## config.mk

```make
export PLATFORM = sky130hd
export DESIGN_NAME = ikn_front
export DESIGN_NICKNAME = d
export VERILOG_FILES = /design/src/rtl/ikn_pkg.sv /design/src/rtl/ikn_front.sv
export SDC_FILE = /design/constraint.sdc
export NUM_CORES = 2
export LEC_CHECK = 0
export BUFFER_PORTS_ARGS = -buffer_cell sky130_fd_sc_hd__buf_4
export CORE_MARGIN = 3
export CORE_UTILIZATION = 41
export DETAILED_ROUTE_END_ITERATION = 12
export SKIP_LAST_GASP = 1
export SLEW_MARGIN = 5
export SYNTH_ARGS = -nofsm -noshare
export SYNTH_HDL_FRONTEND = slang
export SYNTH_SLANG_ARGS = --single-unit
```

## constraint.sdc

```tcl
create_clock -name i_clk -period 10.2 [get_ports i_clk]
set_clock_uncertainty 0.2 [all_clocks]
set_input_delay 1.02 -clock i_clk [delete_from_list [all_inputs] [get_ports i_clk]]
set_output_delay 1.02 -clock i_clk [all_outputs]
set_load 0.05 [all_outputs]
```

## src/rtl/ikn_pkg.sv

```systemverilog
// ----------------------------------------------------------------------------
// ikn_pkg: shared types and constants of the two-link inverse kinematics unit
// Field widths, internal datapath widths, register codes and the CORDIC
// arctangent table in Q30.
// ----------------------------------------------------------------------------
package ikn_pkg;

    localparam int COORD_W   = 20;
    localparam int LEN_W     = 19;
    localparam int ANG_W     = 18;
    localparam int WORK_FRAC = 30;

    // Squares and the c2 numerator.
    localparam int SQ_W  = 39;
    localparam int LSQ_W = 2 * LEN_W;
    localparam int NUM_W = 41;
    localparam int MAG_W = 40;
    localparam int DEN_W = 39;

    // Quotient, square root and CORDIC vectors.
    localparam int QW    = WORK_FRAC + 1;
    localparam int C2_W  = WORK_FRAC + 2;
    localparam int S2_W  = WORK_FRAC + 1;
    localparam int VW    = 62;
    localparam int CW    = 56;
    localparam int ZW    = 34;

    localparam int DEF_ANGLE_FRAC_BITS = 14;
    localparam int DEF_CORDIC_STAGES   = 16;

    localparam logic [LEN_W-1:0] L1_RESET = 19'd40960;
    localparam logic [LEN_W-1:0] L2_RESET = 19'd28672;

    localparam logic signed [ZW-1:0] HALF_PI_Q30 = 34'sd1686629713;

    // Register index codes (paddr bit 2).
    localparam logic REG_FIRST_ARM  = 1'b0;
    localparam logic REG_SECOND_ARM = 1'b1;

    typedef struct packed {
        logic signed [COORD_W-1:0] x;
        logic signed [COORD_W-1:0] y;
        logic [LEN_W-1:0]          l1;
        logic [LEN_W-1:0]          l2;
        logic                      flag;
    } t_geo;

    typedef struct packed {
        t_geo             geo;
        logic             neg;
        logic [DEN_W-1:0] den;
    } t_div_side;

    function automatic logic signed [ZW-1:0] atan_entry(input int idx);
        case (idx)
            0:  atan_entry = 34'sd843314857;
            1:  atan_entry = 34'sd497837829;
            2:  atan_entry = 34'sd263043837;
            3:  atan_entry = 34'sd133525159;
            4:  atan_entry = 34'sd67021687;
            5:  atan_entry = 34'sd33543516;
            6:  atan_entry = 34'sd16775851;
            7:  atan_entry = 34'sd8388437;
            8:  atan_entry = 34'sd4194283;
            9:  atan_entry = 34'sd2097149;
            10: atan_entry = 34'sd1048576;
            11: atan_entry = 34'sd524288;
            12: atan_entry = 34'sd262144;
            13: atan_entry = 34'sd131072;
            14: atan_entry = 34'sd65536;
            15: atan_entry = 34'sd32768;
            16: atan_entry = 34'sd16384;
            17: atan_entry = 34'sd8192;
            18: atan_entry = 34'sd4096;
            19: atan_entry = 34'sd2048;
            20: atan_entry = 34'sd1024;
            21: atan_entry = 34'sd512;
            22: atan_entry = 34'sd256;
            23: atan_entry = 34'sd128;
            24: atan_entry = 34'sd64;
            25: atan_entry = 34'sd32;
            26: atan_entry = 34'sd16;
            27: atan_entry = 34'sd8;
            28: atan_entry = 34'sd4;
            29: atan_entry = 34'sd2;
            30: atan_entry = 34'sd1;
            default: atan_entry = '0;
        endcase
    endfunction

endpackage

```

## src/rtl/ikn_front.sv

```systemverilog
// ----------------------------------------------------------------------------
// ikn_front: input capture, squares and c2 numerator
// Three stages: capture, five products, numerator magnitude and reach check.
// ----------------------------------------------------------------------------
module ikn_front (
    input  logic                                 i_clk,
    input  logic                                 i_rst_n,
    input  logic                                 i_en,
    input  logic                                 i_valid,
    input  logic signed [ikn_pkg::COORD_W-1:0]   i_x,
    input  logic signed [ikn_pkg::COORD_W-1:0]   i_y,
    input  logic [ikn_pkg::LEN_W-1:0]            i_l1,
    input  logic [ikn_pkg::LEN_W-1:0]            i_l2,
    output logic                                 o_valid,
    output logic [ikn_pkg::MAG_W-1:0]            o_mag,
    output ikn_pkg::t_div_side                   o_side
);

    logic                                r_v1, r_v2, r_v3;
    logic signed [ikn_pkg::COORD_W-1:0]  r_x1, r_y1, r_x2, r_y2;
    logic [ikn_pkg::LEN_W-1:0]           r_l1_1, r_l2_1, r_l1_2, r_l2_2;
    logic [ikn_pkg::SQ_W-1:0]            r_xx, r_yy;
    logic [ikn_pkg::LSQ_W-1:0]           r_l11, r_l22, r_l12;
    logic [ikn_pkg::MAG_W-1:0]           r_mag;
    ikn_pkg::t_div_side                  r_side;

    logic signed [2*ikn_pkg::COORD_W-1:0] n_xx_full, n_yy_full;
    logic [ikn_pkg::LSQ_W-1:0]            n_l11, n_l22, n_l12;
    logic signed [ikn_pkg::NUM_W-1:0]     n_num, n_abs;
    logic [ikn_pkg::DEN_W-1:0]            n_den;
    logic [ikn_pkg::MAG_W-1:0]            n_mag;
    logic                                 n_flag;

    always_comb begin
        n_xx_full = r_x1 * r_x1;
        n_yy_full = r_y1 * r_y1;
        n_l11     = r_l1_1 * r_l1_1;
        n_l22     = r_l2_1 * r_l2_1;
        n_l12     = r_l1_1 * r_l2_1;
        n_num = $signed({2'b00, r_xx}) + $signed({2'b00, r_yy})
              - $signed({3'b000, r_l11}) - $signed({3'b000, r_l22});
        n_abs  = n_num[ikn_pkg::NUM_W-1] ? -n_num : n_num;
        n_mag  = n_abs[ikn_pkg::MAG_W-1:0];
        n_den  = {r_l12, 1'b0};
        // A zero arm length leaves no usable denominator; it is flagged too.
        n_flag = (n_den == '0) || (n_mag > {1'b0, n_den});
    end

    always_ff @(posedge i_clk) begin
        if (!i_rst_n) begin
            r_v1 <= 1'b0;
            r_v2 <= 1'b0;
            r_v3 <= 1'b0;
        end else if (i_en) begin
            r_v1 <= i_valid;
            r_v2 <= r_v1;
            r_v3 <= r_v2;
        end
    end

    always_ff @(posedge i_clk) begin
        if (i_en) begin
            r_x1   <= i_x;
            r_y1   <= i_y;
            r_l1_1 <= i_l1;
            r_l2_1 <= i_l2;
            r_x2   <= r_x1;
            r_y2   <= r_y1;
            r_l1_2 <= r_l1_1;
            r_l2_2 <= r_l2_1;
            r_xx   <= n_xx_full[ikn_pkg::SQ_W-1:0];
            r_yy   <= n_yy_full[ikn_pkg::SQ_W-1:0];
            r_l11  <= n_l11;
            r_l22  <= n_l22;
            r_l12  <= n_l12;
            r_mag  <= n_mag;
            r_side.geo.x    <= r_x2;
            r_side.geo.y    <= r_y2;
            r_side.geo.l1   <= r_l1_2;
            r_side.geo.l2   <= r_l2_2;
            r_side.geo.flag <= n_flag;
            r_side.neg      <= n_num[ikn_pkg::NUM_W-1];
            r_side.den      <= n_den;
        end
    end

    assign o_valid = r_v3;
    assign o_mag   = r_mag;
    assign o_side  = r_side;

endmodule

```

# Word-level counts from Yosys, hierarchy flattened
# Index checks and enable logic that the tools add are counted.
[totals]
reg_bits = 509
inputBits = 82
output_inout_bits = 160
elab_cells = 37
[classes]
n_addsub = 4
multipliers = 5
order_cmp = 1
n_mux = 1
reduce_logical = 2
[ops]
columns = ["op", "count"]
rows = [
  ["$mul 19x19->38", 3],
  ["$mul 20x20->39", 2],
  ["$sub 40x38->41", 1],
  ["$sub 41x39->41", 1],
  ["$add 39x39->40", 1],
  ["$gt 40x39->1", 1],
  ["$mux 40", 1],
  ["$neg 40->40", 1],
  ["$logic_not 38->1", 1],
  ["$logic_or 1x1->1", 1],
]

# Longest topological paths before layout
[depth]
ltp_word = 7
mapped_depth = 30
depth_no_buf = 28

# Least setup slack after synthesis
# Ideal clock, no wire load.
[synth_path]
path_kind = "register to register"
from = "register r_x1[6] (netlist bit)"
to = "register r_xx[33] (netlist bit), data pin"
setup_ns = 0.259
arrival_time_ns = 7.067
required_time_ns = 9.741
slack_ns = 2.673
path_stages_with_launch = 25
path_buffers = 2
period_less_slack_ns = 7.527
path_cell_list = "edfxtp_1 clkbuf_1 clkbuf_1 nand2_1 fa_1 inv_1 ha_1 a21o_1 fa_1 fa_1 inv_1 fa_1 fa_1 inv_1 fa_1 ha_1 nand2_1 a2111oi_0 o31ai_1 or4b_2 o21ai_0 o41ai_1 o31ai_1 a21oi_1 xnor2_1"
[synth_via]
elab_chain_cells = 1
[synth_lines]
columns = ["element", "line", "source"]
rows = [
  ["from (decl)", "ikn_front.sv:20", "logic signed [ikn_pkg::COORD_W-1:0] r_x1, r_y1, r_x2, r_y2;"],
  ["from (signal assigned)", "ikn_front.sv:63", "r_x1 <= i_x;"],
  ["$mul 20x20->39", "ikn_front.sv:35", "n_xx_full = r_x1 * r_x1;"],
  ["via n_xx_full (one bit)", "ikn_front.sv:27", "logic signed [2*ikn_pkg::COORD_W-1:0] n_xx_full, n_yy_full;"],
  ["to (signal assigned)", "ikn_front.sv:71", "r_xx <= n_xx_full[ikn_pkg::SQ_W-1:0];"],
  ["to (decl)", "ikn_front.sv:22", "logic [ikn_pkg::SQ_W-1:0] r_xx, r_yy;"],
]
# The timed path passes the listed nets, and every way through them passes these cells.
# A chain may end at the register's enable or synchronous reset.

# Final worst setup path
[layout_path]
from = "register r_x1[4] (netlist bit)"
to = "register r_xx[37] (netlist bit), data pin"
# Same word-level chain as after synthesis.

==> summary by stage <==
Setup path
The largest fanout on the critical path is 17. STA puts the critical path data arrival time at 9110 ps. The worst endpoint required time is 10450 ps. Walking the worst path, the cells encountered are clkinv_1, nor2_1, fa_1, fa_1, inv_1, fa_1, inv_1, fa_1, inv_1, fa_1, fa_1, inv_1, fa_1, ha_1, nand2_1, a2111oi_0, o31ai_1, or4b_2, o21ai_0, o41ai_1, buf_4, o31ai_1, nor4_1, nor4bb_1. The nature of the critical path endpoint is a register. Among the stages of the critical path, the cell type that occurs most often is fa_1. The terminus of the critical flop-to-flop path is r_xx[37]$_DFFE_PP_.

The critical path class is register to register. STA classifies the critical path startpoint as a register. For the worst flop-to-flop path, the logic depth is 24. The register-to-register setup slack is 1340 ps. On the worst path, the slowest cell contributes a delay of 810 ps. Tracing the worst setup path back leads to its startpoint at r_x1[4]$_DFFE_PP_.

The slowest stage of the critical path is the edfxtp_1 cell. The launch instance of the worst register-to-register path is r_x1[4]$_DFFE_PP_.

Die
The core region area is 0.1910 mm^2. The horizontal die dimension is 445.4 um. The I/O pin count is 242. The height of the die is about 450 um.

The floorplan has 160 rows. The full die area is about 0.20 mm^2. The starting density of the core is 41.45%.

Timing
For the finished layout, the period the worst path requires is 8858 ps. At the pin with the least slew margin, the transition time is 1295 ps. The sum of negative setup slack is 0 ps.

The relative slew slack is 13.67%. The hold violation total from the final report is 0. The setup violation total in the final timing report is 0.

Setup repair after global routing left no endpoint under its margin. The number of slew-limit violations in the final report is 0. The portion of the clock cycle consumed by the worst path in the final layout is 86.84%. The peak clock frequency supported by timing is between 100 and 150 MHz.

Global routing
The first-pass GRT wire length is 321800 um. The number of global-route vias before repair is 56996. The global route total overflow is 0. The maximum number of pins on one net before global-route repair is roughly 140. The number of antenna violations at the first check in global routing is 3. The overall track demand over capacity in global routing is approximately a fifth.

Clocking
The clock root buffer is clkbuf_16. Post-CTS timing repair inserted 0 buffers for setup. TritonCTS created 66 clock buffers. The number of hold-repair buffers added at the cts stage is 0. The number of gates resized after CTS was 0. TritonCTS built the clock tree. The post-CTS clock slew at the launch and capture registers of the worst setup and hold paths is 60 ps. The sink count of the clock tree is 501. Clock latency on the worst-skew pair, taken at its later pin, is 690 ps. The number of buffers on the longest clock path is 3. The H-tree was split into 3 levels.

Finish
The net total in the final layout is ~10000. The synthesis-to-layout area growth is 8.550%. Summing all non-filler instances in the final layout gives an area of approximately 0.086 mm^2. The filler-free cell count of the finished design is 10406.

Of the cells placed in the final design, the portion with a size suffix greater than 1 is 6.286%.

Min path
The type of the most critical hold path is register to register. The startpoint of the worst hold path is r_l2_2[15]$_DFFE_PP_. The worst hold path was traced through 0 stages. The destination of the worst hold path is o_side[56]$_DFFE_PP_.

Synthesis
The main flop type after synthesis is edfxtp_1. Counting flops with a built-in enable in the synthesized netlist gives about 500. Among all cell types in the netlist, the one instantiated most often is inv_1. Synthesis handed over a netlist of 7682 instances.

For this run, asynchronously set or reset flops after synthesis account for 0%. The number of library cell types mapped by synthesis is 102. The cell taking the most area after synthesis is fa_1. Ranked by total cell area, the synthesized netlist is headed by fa_1, edfxtp_1, ha_1. A synthesized cell averages 10.31 um^2. After synthesis the netlist holds a flip-flop and latch count of 501. The part of the Yosys area used for sequential elements is between 10% and 20%.

Counting every net in the synthesized netlist gives 10026. By count the netlist is led by inv_1, fa_1, nand2_1. The count of warnings emitted by yosys is 0. The proportion of netlist area held by the largest area contributor is 40.86%. Summing every instance area after synthesis gives 0.07917 mm^2.

Route
For this block, the initial DRC count from the detailed router was around 3400. The remaining antenna violation count is 0. The routed layout has between 50000 and 60000 vias. After detailed routing, the total wire length is 202200 um.

In the routed design, unresolved DRC markers number 0. The pre-antenna-repair detailed-routing pass consisted of 7 iterations. After detailed routing, the number of vias per cell comes to 5.032. After detailed routing, the average wire length per cell comes to around 19 um.

Placed design
Once placement finished, the instance area stood at roughly 0.084 mm^2. The total of buffers placed on input and output ports is between 200 and 250. The count of placed standard cells including taps is 10285. Routability-driven placement finished with a final weighted congestion of between 0.9 and 1.

Detailed placement ended at an HPWL of 164200 um.

Outcome
The run finished with clean final reports.

Flow run
The max-capacitance violation count is 0.
[worst max-delay path: cells and delay by family (launching register included)]
family | cells | cell delay, ps
buf+inv | 6 | 850
compound gates | 5 | 1490
simple gates | 5 | 1490
fa+ha+maj | 8 | 3760
flops | 1 | 810
[worst max path at each step]
stage,slack [ps],endpoint
detailed placement,1420,r_xx[37]$_DFFE_PP_
global placement,1650,r_xx[37]$_DFFE_PP_
global route,960,r_xx[37]$_DFFE_PP_
CTS,1420,r_xx[37]$_DFFE_PP_
floorplan,2670,r_xx[33]$_DFFE_PP_
finish,1340,r_xx[37]$_DFFE_PP_
[layout make-up]
cell class                 instances  area, um^2
antenna                            4       10.01
multi-input combinational       4881       55420
fill                           18033      105000
clock inverter                    42       401.6
clock buffer                      75        1695
timing repair buffer             335        2535
sequential                       501       15010
inverter                        2057        7721
tap                             2511        3142
[registers in the layout, indices dropped and copies added (netlist names), 20 cells and up]
signal  flops
r_y2       20
r_l12      38
r_x1       20
r_l11      36
r_y1       20
r_x2       20
o_mag      40
r_xx       37
r_l22      36
r_yy       37
o_side    118
[layout by cell type (no fill, tap or decap), drive strengths merged, types with 27 or more instances in the layout]
cell / Yosys / routed
xor2: 82 / 82
o21ai: 120 / 120
nor2: 257 / 257
a21o: 106 / 106
fa: 1616 / 1616
buf: 24 / 335
and2: 417 / 417
nor2b: 44 / 44
clkbuf: 219 / 75
clkinv: 12 / 34
o21a: 30 / 30
nand2b: 41 / 41
a211oi: 28 / 28
nand3: 41 / 41
inv: 2045 / 2055
nand4: 28 / 28
ha: 646 / 646
nand2: 692 / 692
xnor2: 192 / 192
nor3: 40 / 40
a21oi: 207 / 207
edfxtp: 498 / 498
and3: 27 / 27
o21bai: 34 / 34
[metrics by stage]
step / setup slack, ps / util [%] / hold WS, ps
after floorplan: 2673 / - / 200.3
after global placement: 1652 / 43.89 / 200.3
after detailed placement: 1420 / 43.89 / 204.5
after CTS: 1415 / 44.99 / 208.5
after global routing: 960.7 / 44.99 / 215.3
final: 1342 / 45.00 / 213.6
[cell families after synthesis]
group           synth area share (%)
simple gates                   10.35
mux                           0.1185
flops                          18.97
buf+inv                        11.03
xor+xnor                       3.031
compound gates                 5.424
other cells                 0.004737
fa+ha+maj                      51.07
[layer usage]
metal	vias up	part of all wire (%)	global-route usage, %
met2	1510	47	34.30
li1	23584	-	-
met4	0	3.5	6.997
met1	26959	43	29.00
met5	-	0	0
met3	307	6.1	2.768
Power is not shown: default switching activity piles up to over one toggle a cycle in this logic, so the estimate is an artifact.
